## config.mk

```make
export PLATFORM = sky130hd
export DESIGN_NAME = shell_sort_engine
export DESIGN_NICKNAME = d
export VERILOG_FILES = /design/src/ssort_pkg.sv /design/src/ssort_ram.sv /design/src/shell_sort_engine.sv
export SDC_FILE = /design/constraint.sdc
export NUM_CORES = 2
export LEC_CHECK = 0
export ABC_AREA = 1
export ABC_CLOCK_PERIOD_IN_PS = 4950
export BUFFER_PORTS_ARGS = -buffer_cell sky130_fd_sc_hd__buf_4
export CELL_PAD_IN_SITES_DETAIL_PLACEMENT = 1
export CELL_PAD_IN_SITES_GLOBAL_PLACEMENT = 1
export CORE_ASPECT_RATIO = 0.5
export CORE_MARGIN = 2
export CORE_UTILIZATION = 52
export CTS_CLUSTER_SIZE = 25
export DETAILED_ROUTE_END_ITERATION = 6
export PLACE_DENSITY_LB_ADDON = 0.25
export RECOVER_POWER = 100
export SLEW_MARGIN = 10
export SYNTH_ARGS = -nofsm -noshare
export SYNTH_HDL_FRONTEND = slang
export SYNTH_SLANG_ARGS = --single-unit
```

## constraint.sdc

```tcl
create_clock -name clk -period 4.95 [get_ports clk]
set_input_delay 0.7425 -clock clk [delete_from_list [all_inputs] [get_ports clk]]
set_output_delay 0.7425 -clock clk [all_outputs]
set_load 0.05 [all_outputs]
```

## src/ssort_pkg.sv

```systemverilog
package ssort_pkg;

	localparam int DEPTH     = 64;
	localparam int IDX_W     = $clog2(DEPTH);
	localparam int CNT_W     = $clog2(DEPTH + 1);
	localparam int GAP_COUNT = 8;
	localparam int GAP_SEL_W = $clog2(GAP_COUNT) + 1;
	localparam int GAP_W     = 10;
	localparam int VAL_W     = 32;
	localparam int TALLY_W   = 16;

	typedef struct packed {
		logic signed [VAL_W-1:0] value;
		logic                    last;
	} ssort_in_t;

	typedef struct packed {
		logic signed [VAL_W-1:0] sorted_value;
		logic                    final_res;
		logic [TALLY_W-1:0]      compare_count;
		logic [TALLY_W-1:0]      shift_count;
	} ssort_out_t;

	// Ciura gap sequence, largest first
	function automatic logic [GAP_W-1:0] gap_at(input logic [GAP_SEL_W-2:0] sel);
		logic [GAP_W-1:0] g;
		case (sel)
			3'd0: g = 10'd701;
			3'd1: g = 10'd301;
			3'd2: g = 10'd132;
			3'd3: g = 10'd57;
			3'd4: g = 10'd23;
			3'd5: g = 10'd10;
			3'd6: g = 10'd4;
			3'd7: g = 10'd1;
			default: g = 10'd1;
		endcase
		return g;
	endfunction

	function automatic logic [TALLY_W-1:0] sat_inc(input logic [TALLY_W-1:0] c);
		logic [TALLY_W-1:0] r;
		r = (c == {TALLY_W{1'b1}}) ? c : c + 1'b1;
		return r;
	endfunction

endpackage

```

## src/ssort_ram.sv

```systemverilog
module ssort_ram #(
	parameter int WIDTH = 32,
	parameter int DEPTH = 64
) (
	input  logic                     clk,
	input  logic                     wr_en,
	input  logic [$clog2(DEPTH)-1:0] wr_addr,
	input  logic [WIDTH-1:0]         wr_data,
	input  logic [$clog2(DEPTH)-1:0] rd_addr,
	output logic [WIDTH-1:0]         rd_data
);

	logic [WIDTH-1:0] mem [DEPTH];
	logic [WIDTH-1:0] rd_data_q;

	always_ff @(posedge clk) begin
		if (wr_en) begin
			mem[wr_addr] <= wr_data;
		end
		rd_data_q <= mem[rd_addr];
	end

	assign rd_data = rd_data_q;

endmodule

```

## src/shell_sort_engine.sv

```systemverilog
// Load: one element per cycle, item_ready high while collecting.
// Sort: each table gap below the element count in turn; per outer element a read and hold,
//   then a check and compare per comparison, plus a check when the walk runs off the bottom.
// Drain: sorted results, each held valid until res_ready; item_ready stays low until done.
// Async reset clears the sequencer, counts and output valid; RAM contents are not reset.
module shell_sort_engine (
	input  logic                  clk,
	input  logic                  arst_n,
	input  logic                  item_valid,
	output logic                  item_ready,
	input  ssort_pkg::ssort_in_t  item,
	output logic                  res_valid,
	input  logic                  res_ready,
	output ssort_pkg::ssort_out_t res
);
	import ssort_pkg::*;

	localparam logic [3:0] ST_LOAD = 4'd0;
	localparam logic [3:0] ST_GAP  = 4'd1;
	localparam logic [3:0] ST_RDH  = 4'd2;
	localparam logic [3:0] ST_HLD  = 4'd3;
	localparam logic [3:0] ST_CHK  = 4'd4;
	localparam logic [3:0] ST_CMP  = 4'd5;
	localparam logic [3:0] ST_ORD  = 4'd6;
	localparam logic [3:0] ST_OLD  = 4'd7;
	localparam logic [3:0] ST_OWT  = 4'd8;

	logic [3:0]               state_q;
	logic [CNT_W-1:0]         count_q;
	logic [GAP_SEL_W-1:0]     gi_q;
	logic [CNT_W-1:0]         outer_q;
	logic [CNT_W-1:0]         inner_q;
	logic [CNT_W-1:0]         k_q;
	logic signed [VAL_W-1:0]  held_q;
	logic [TALLY_W-1:0]       cmp_q;
	logic [TALLY_W-1:0]       shf_q;
	logic                     res_valid_q;
	ssort_out_t               res_q;

	logic                     we;
	logic [IDX_W-1:0]         wa;
	logic [VAL_W-1:0]         wd;
	logic [IDX_W-1:0]         ra;
	logic [VAL_W-1:0]         rd;

	logic [GAP_W-1:0]         gap;
	logic [GAP_W-1:0]         inner_ext;
	logic [GAP_W-1:0]         below_idx;
	logic                     inner_ge_gap;
	logic                     below_gt;
	logic [CNT_W-1:0]         outer_nx;
	logic                     item_xfer;
	logic                     has_room;

	assign item_ready   = (state_q == ST_LOAD);
	assign item_xfer    = item_valid && item_ready;
	assign has_room     = (count_q < CNT_W'(DEPTH));
	assign gap          = gap_at(gi_q[GAP_SEL_W-2:0]);
	assign inner_ext    = {{(GAP_W-CNT_W){1'b0}}, inner_q};
	assign inner_ge_gap = (inner_ext >= gap);
	assign below_idx    = inner_ext - gap;
	assign below_gt     = ($signed(rd) > held_q);
	assign outer_nx     = outer_q + 1'b1;

	always_comb begin
		we = 1'b0;
		wa = inner_q[IDX_W-1:0];
		wd = held_q;
		ra = outer_q[IDX_W-1:0];
		case (state_q)
			ST_LOAD: begin
				we = item_xfer && has_room;
				wa = count_q[IDX_W-1:0];
				wd = item.value;
			end
			ST_CHK: begin
				ra = below_idx[IDX_W-1:0];
				we = !inner_ge_gap;
			end
			ST_CMP: begin
				we = 1'b1;
				wd = below_gt ? rd : held_q;
			end
			ST_ORD: begin
				ra = k_q[IDX_W-1:0];
			end
			default: begin
			end
		endcase
	end

	ssort_ram #(
		.WIDTH(VAL_W),
		.DEPTH(DEPTH)
	) u_store (
		.clk     (clk),
		.wr_en   (we),
		.wr_addr (wa),
		.wr_data (wd),
		.rd_addr (ra),
		.rd_data (rd)
	);

	always_ff @(posedge clk or negedge arst_n) begin
		if (!arst_n) begin
			state_q     <= ST_LOAD;
			count_q     <= '0;
			gi_q        <= '0;
			outer_q     <= '0;
			inner_q     <= '0;
			k_q         <= '0;
			held_q      <= '0;
			cmp_q       <= '0;
			shf_q       <= '0;
			res_valid_q <= 1'b0;
		end else begin
			case (state_q)
				ST_LOAD: begin
					if (item_xfer) begin
						if (has_room) begin
							count_q <= count_q + 1'b1;
						end
						if (item.last) begin
							gi_q    <= '0;
							cmp_q   <= '0;
							shf_q   <= '0;
							state_q <= ST_GAP;
						end
					end
				end
				ST_GAP: begin
					if (gi_q == GAP_SEL_W'(GAP_COUNT)) begin
						k_q     <= '0;
						state_q <= ST_ORD;
					end else if (gap >= {{(GAP_W-CNT_W){1'b0}}, count_q}) begin
						gi_q <= gi_q + 1'b1;
					end else begin
						outer_q <= gap[CNT_W-1:0];
						state_q <= ST_RDH;
					end
				end
				ST_RDH: begin
					state_q <= ST_HLD;
				end
				ST_HLD: begin
					held_q  <= rd;
					inner_q <= outer_q;
					state_q <= ST_CHK;
				end
				ST_CHK: begin
					if (inner_ge_gap) begin
						state_q <= ST_CMP;
					end else begin
						// held value lands at inner; move on to next outer
						outer_q <= outer_nx;
						if (outer_nx < count_q) begin
							state_q <= ST_RDH;
						end else begin
							gi_q    <= gi_q + 1'b1;
							state_q <= ST_GAP;
						end
					end
				end
				ST_CMP: begin
					cmp_q <= sat_inc(cmp_q);
					if (below_gt) begin
						shf_q   <= sat_inc(shf_q);
						inner_q <= below_idx[CNT_W-1:0];
						state_q <= ST_CHK;
					end else begin
						outer_q <= outer_nx;
						if (outer_nx < count_q) begin
							state_q <= ST_RDH;
						end else begin
							gi_q    <= gi_q + 1'b1;
							state_q <= ST_GAP;
						end
					end
				end
				ST_ORD: begin
					state_q <= ST_OLD;
				end
				ST_OLD: begin
					res_valid_q <= 1'b1;
					state_q     <= ST_OWT;
				end
				ST_OWT: begin
					if (res_ready) begin
						res_valid_q <= 1'b0;
						if (k_q + 1'b1 == count_q) begin
							count_q <= '0;
							cmp_q   <= '0;
							shf_q   <= '0;
							state_q <= ST_LOAD;
						end else begin
							k_q     <= k_q + 1'b1;
							state_q <= ST_ORD;
						end
					end
				end
				default: begin
					state_q <= ST_LOAD;
				end
			endcase
		end
	end

	always_ff @(posedge clk) begin
		if (state_q == ST_OLD) begin
			res_q.sorted_value  <= rd;
			res_q.final_res     <= (k_q + 1'b1 == count_q);
			res_q.compare_count <= cmp_q;
			res_q.shift_count   <= shf_q;
		end
	end

	assign res_valid = res_valid_q;
	assign res       = res_q;

endmodule
```

* Word level (Yosys, flattened, before mapping) *
Memories as Yosys holds them, arrays and structs flattened. A register that Yosys moved wholly into a read port is not among the register bits.
Cells that the tools add are included.
W data, S select, Z words.

storage, ports and cells
  logic and storage cells = 128
  memories = 2
  memory bits (writable) = 2048
  output and inout port bits = 67
  ROM bits = 72
  input port bits = 37
  register bits after elaboration = 166

cells by class
  $add $sub $neg = 7
  muxes and demuxes = 52
  eq/ne operators = 28
  reduce and logical (&&, ||, !) cells = 20
  order comparisons = 5

memory list
  memory           depth  bits a word  read ports  clocked after Yosys merged registers in  write ports  RTL line         RTL
  u_store.mem      64     32           1           1                                        1            ssort_ram.sv:13  logic [WIDTH-1:0] mem [DEPTH];
  (no name shown)  8      9            1           0                                        0            ssort_pkg.sv:27  case (sel)

operator list
  operator                 number
  $mux W16                 7
  $pmux W16 S3             2
  $mux W7                  12
  $pmux W32 S2             1
  $mux W4                  12
  $pmux W7 S2              3
  $pmux W4 S9              1
  $add A16 B1 Y16 const B  2
  $eq A16 B16 Y1 const B   2
  $gt A32 B32 Y1           1
  $mux W32                 1
  $ne A2 B2 Y1 const B     12
  $add A7 B1 Y7 const B    3
  $pmux W7 S3              1
  $eq A4 B3 Y1 const B     4
  $pmux W4 S4              1
  $reduce_and A7 Y1        2
  $pmux W6 S2              1
  $ge A10 B7 Y1            1
  $ge A7 B10 Y1            1
  $reduce_and A5 Y1        2
  $mux W3                  3
  $eq A4 B2 Y1 const B     2
  $eq A4 B4 Y1 const B     2
  22 further kinds         33

* Depth between registers and ports, before layout *
  word-level depth = 6
  depth in mapped cells = 21

* Modules after synthesis *
Synthesis repeated with hierarchy kept, for this count alone.

second synthesis, totals
  cells, all modules = 7971
  area, all modules = 92563.8 um2

modules (own cells, without submodules)
  module             cells an instance  area each (um2)  times used
  ssort_ram          6769               82738.1          1
  shell_sort_engine  1202               9825.7           1

* Worst setup path after synthesis *
Ideal clock, no wire load.

  path kind = flip-flop to flip-flop
  from = register gi_q[0]
  to = memory u_store.mem[12][0] (enable)
  setup slack = 0.611 ns
  period minus slack after synthesis = 4.339 ns
  cell stages (with the launch flop) = 16
  arrival = 3.918 ns
  cell sequence = dfrtp_1 -> inv_1 -> ha_1 -> nor2_1 -> a21oi_1 -> inv_1 -> ha_1 -> inv_1 -> fa_1 -> o21ai_0 -> nand3_1 -> nand2_1 -> nand2_1 -> nand3_1 -> nand4_1 -> nor2_1

on the way
  longest elaborated chain between the ends = 6

ends and longest elaborated chain
  item                           RTL line                  RTL
  start, declared                shell_sort_engine.sv:30   logic [GAP_SEL_W-1:0] gi_q;
  start signal, assigned         shell_sort_engine.sv:136  gi_q <= gi_q + 1'b1;
  start signal, assigned         shell_sort_engine.sv:159  gi_q <= gi_q + 1'b1;
  start signal, assigned         shell_sort_engine.sv:175  gi_q <= gi_q + 1'b1;
  $mem_v2 Z8 W9                  -
  $ge A7 B10 Y1                  shell_sort_engine.sv:60   assign inner_ge_gap = (inner_ext >= gap);
  $logic_not A1 Y1               shell_sort_engine.sv:78   we = !inner_ge_gap;
  $pmux W1 S3                    shell_sort_engine.sv:70   case (state_q)
  $mux W1                        ssort_ram.sv:17           if (wr_en) begin
  $mux W1 (not written as such)  ssort_ram.sv:18           mem[wr_addr] <= wr_data;
  end, declared                  ssort_ram.sv:13

No other way between the ends.

* Worst setup path in the final report *
  from = register u_store.rd_data_q[31], in the netlist u_store.rd_data[31], read port of u_store.mem
  to = memory u_store.mem[48][3], data pin

on the way
  longest elaborated chain between the ends = 3

ends and longest elaborated chain
  item                    RTL line                 RTL
  start, declared         ssort_ram.sv:14          logic [WIDTH-1:0] rd_data_q;
  $gt A32 B32 Y1          shell_sort_engine.sv:62  assign below_gt = ($signed(rd) > held_q);
  $mux W32                shell_sort_engine.sv:82  wd = below_gt ? rd : held_q;
  $pmux W32 S2            shell_sort_engine.sv:70
  via u_store.wr_data[3]  ssort_ram.sv:8           input logic [WIDTH-1:0] wr_data,

The timed path passes the listed nets, and every way through them passes these cells.

==> impl_metrics.py <==
metrics = {
    "worst_setup_path": {
        "crit_fanout": 48,
        "r2r_end": "u_store.mem[48][3]",
        "startpoint_type": "flop",
        "worstSetupEndpointType": "flop",
        "critical_path_class": "reg2reg",
        "reg2reg_setup_slack_ns": 0.07,
        "r2r_cells": 14,
        "crit_required_ns": 5.54,
        "crit_start": "u_store.rd_data[31]",
        "crit-reg2reg-launch": "u_store.rd_data[31]",
        "arrival_ns": 5.46,
    },
    "floorplanning": {
        "die_w_um": 606,
        "rows": 110,
        "start_util_pct": 52.3,
        "die_h_um": 305,
        "io-pin-count": 104,
        "core_area_um2": 180000,
        "die_area_um2": 185000,
    },
    "clocking": {
        "post-cts-setup-buffer-count": 0,
        "cts_buffers": 203,
        "insertion_delay_ns": 0.87,
        "clockRootBuffer": "clkbuf_16",
        "clock-sinks": 2246,
        "postCtsHoldBufs": 0,
        "htree_levels": 4,
        "path_clk_slew_ns": 0.07,
        "cts_tree": "built",
        "clock_path_buffers": 4,
    },
    "pwr": {
        "leakage_nw": 37.5,
        "vdd_drop_max_mv": 0.648,
        "intPower_w": 0.0428,
        "p_clk_share_pct": 20.6,
        "pwr-share-comb_pct": 42.9,
        "p_seq_share_pct": 36.6,
        "pwr_density_cell_nw_per_um2": 716,
        "p_sw_share_pct": 43.2,
        "total_power_w": 0.0754,
        "power_switching_w": 0.0325,
    },
    "synthesis": {
        "yosysSeqAreaShare_pct": 70.7,
        "synth_cells": 7605,
        "syn_area_um2": 94200,
        "synth_common_cells": "2113 x edfxtp_1, 1187 x nand2_1, 1084 x nand3_1, 961 x o211ai_1, 798 x inv_1",
        "yosys.cell_count.top_type": "edfxtp_1",
        "async_flop_share_pct": 4.50,
        "ys_types": 45,
        "synth_edf_count": 2113,
        "syn_nets": 7702,
        "synth-seq-cells": 2246,
        "yosys_most_used_dff": "edfxtp_1",
        "synth_area_leaders": "edfxtp_1 67%, o211ai_1 7.7%, nand3_1 5.8%",
        "synth_top_area_share_pct": 67.4,
        "synth_area_per_cell_um2": 12.4,
        "yosysTopAreaCell": "edfxtp_1",
        "ys.warnings.count": 0,
    },
    "grt": {
        "antenna_found_initial": 24,
        "grt_usage_pct": 34.2,
        "grt_max_degree": 170,
        "overflow": 0,
        "grt_pass1_vias": 67900,
        "grt_pass1_wl_um": 460000,
    },
    "placement": {
        "placed_cells": 9976,
        "postPlaceCellArea_um2": 100000,
        "hpwlAfterDp_um": 188000,
        "gp_congestion": 0.863,
        "numPortBuffers": 103,
    },
    "cells_and_area": {
        "layoutNonFillerInstCount": 10300,
        "areaGrowthSynthToFinish_pct": 11.7,
        "layout-drive-gt1-share_pct": 12.1,
        "final_area_um2": 105000,
        "fin_nets": 7870,
        "postLayoutCoreUtil_pct": 58.5,
    },
    "detailed_routing": {
        "via_per_inst": 6.40,
        "postRouteAntennaNets": 0,
        "drt-total-wl_um": 319000,
        "wl_per_cell_um": 30.8,
        "vias": 66200,
        "route.detailed.drc": 0,
        "dr.pass1.iters": 5,
        "drtIter0Drc": 9021,
    },
    "timing": {
        "period_share_pct": 98.5,
        "finalSetupTns_ns": 0,
        "rsz0062_at_grt": "yes",
        "max_clock_freq_mhz": 205,
        "setup_violations": 0,
        "period_needed_ns": 4.88,
        "maxSlewHeadroom_pct": -162,
        "worstMarginPinSlew_ns": 3.93,
        "hold_violations": 0,
        "slew_viol_final": 237,
        "skew_ns": 0.0527,
    },
    "min_path": {
        "hp-class": "in2reg",
        "hold-path-cell-count": 4,
        "holdPathEnd": "res_valid",
        "worstHoldStart": "res_ready",
    },
    "flow_run": {
        "max_cap_violations": 4,
    },
    "run_status": {
        "violations": "max-capacitance violations, max-slew violations",
        "status": "finished with violations",
    },
}
## worst max path at each step
stage / end / cells past startpoint
after floorplan: u_store.mem[12][0] / 15
after global placement: u_store.rd_data[18] / 20
after detailed placement: u_store.rd_data[18] / 20
after CTS: u_store.rd_data[18] / 20
after global routing: u_store.rd_data[18] / 20
final: u_store.mem[48][3] / 14
## worst max-delay path, cell delays in order (launching register included)
cell	delay, ns
dfxtp_1	0.36
clkbuf_1	0.49
ha_1	0.46
a21oi_1	0.19
o21a_1	0.18
nand2_1	0.06
a21oi_1	0.50
nand3_1	0.21
nand3_1	0.21
nand2_1	0.20
nand2_1	0.19
buf_12	0.22
nand2_1	0.08
nand3_1	0.56
buf_4	0.58
## cell families after synthesis
kind of cell / Yosys count / share of synthesized area, %
AOI/OAI and AO/OA: 1110 / 8.52
xor gates and xnor gates: 41 / 0.396
adders and majority gates: 60 / 0.805
buffers and inverters: 1281 / 5.50
DFF: 2246 / 70.7
and+or+nand+nor: 2867 / 14.0
## through the flow
step	hold WS [ns]	setup WS, ns
2_1_floorplan	0.430	0.611
3_3_place_gp	0.465	0.0808
3_5_place_dp	0.486	0.0770
4_1_cts	0.0414	0.0998
5_1_grt	0.288	-0.0506
6_report	0.273	0.0729
## repair_timing
action,in CTS,in global routing
resized for setup,0,10
endpoints found under the setup margin,0,9
endpoints found under the hold margin,0,0
## routing by layer
| metal | track usage, % | up-vias | part of all wire [%] |
|---|---|---|---|
| met5 | 0 | - | 0.032 |
| met4 | 13.7 | 12 | 4.4 |
| met3 | 6.78 | 696 | 10 |
| met2 | 53.9 | 3729 | 46 |
| met1 | 46.9 | 34100 | 39 |
| li1 | - | 27700 | - |
## state kept, by name, summed over array words and instances, names as in the netlist, 7 cells and up
register	flops
u_store.rd_data	32
shf_q	16
held_q	32
outer_q	7
cmp_q	16
k_q	7
count_q	7
inner_q	7
u_store.mem	2048
res	65
## area by class of cell
type	instances	area, um2
multi-input cells	4078	22800
clock buffers	270	5550
diodes	7	17.5
flip-flops and latches	2246	66600
well taps	2408	3010
fillers	17700	74700
repair buffers	435	3490
clock inverters	90	664
inverters	809	3080
## placed cells by master (no fill, tap or decap), types with 9 or more instances in the layout
master     synthesis  final
o31ai_1           10     10
dfrtp_1          101    101
or2_2            268    268
clkinv_1           3     42
a21oi_1           71     72
nand3_4            0     14
clkbuf_1         155    135
buf_6              1     15
buf_4              6    156
nor2_4             3     14
bufinv_16          0      9
nor2_1           159    143
or2_1             74     74
or2_0             26     26
clkbuf_8           0     11
nand2_1         1187   1188
clkbuf_16          0    208
o211ai_1         961    961
clkbuf_2           0     74
nand3_2            0     19
nand4_1           35     35
clkinv_2           0     32
dfxtp_1           32     32
nand3_1         1084   1051
buf_12             0     52
clkbuf_4           0     47
xor2_1            36     36
o21ai_0           44     49
edfxtp_1        2113   2113
nor3_1            12     12
ha_1              59     59
inv_1            798    798
## power groups by stage
stage	sequential, W	combinational, W	clock, W
3_5_place_dp	0.0278	0.0317	0
3_3_place_gp	0.0277	0.0305	0
6_report	0.0276	0.0323	0.0155
2_1_floorplan	0.0277	0.0169	0
4_1_cts	0.0274	0.0321	0.0155
5_1_grt	0.0276	0.0340	0.0162
Power figures use the tool's default switching activity.
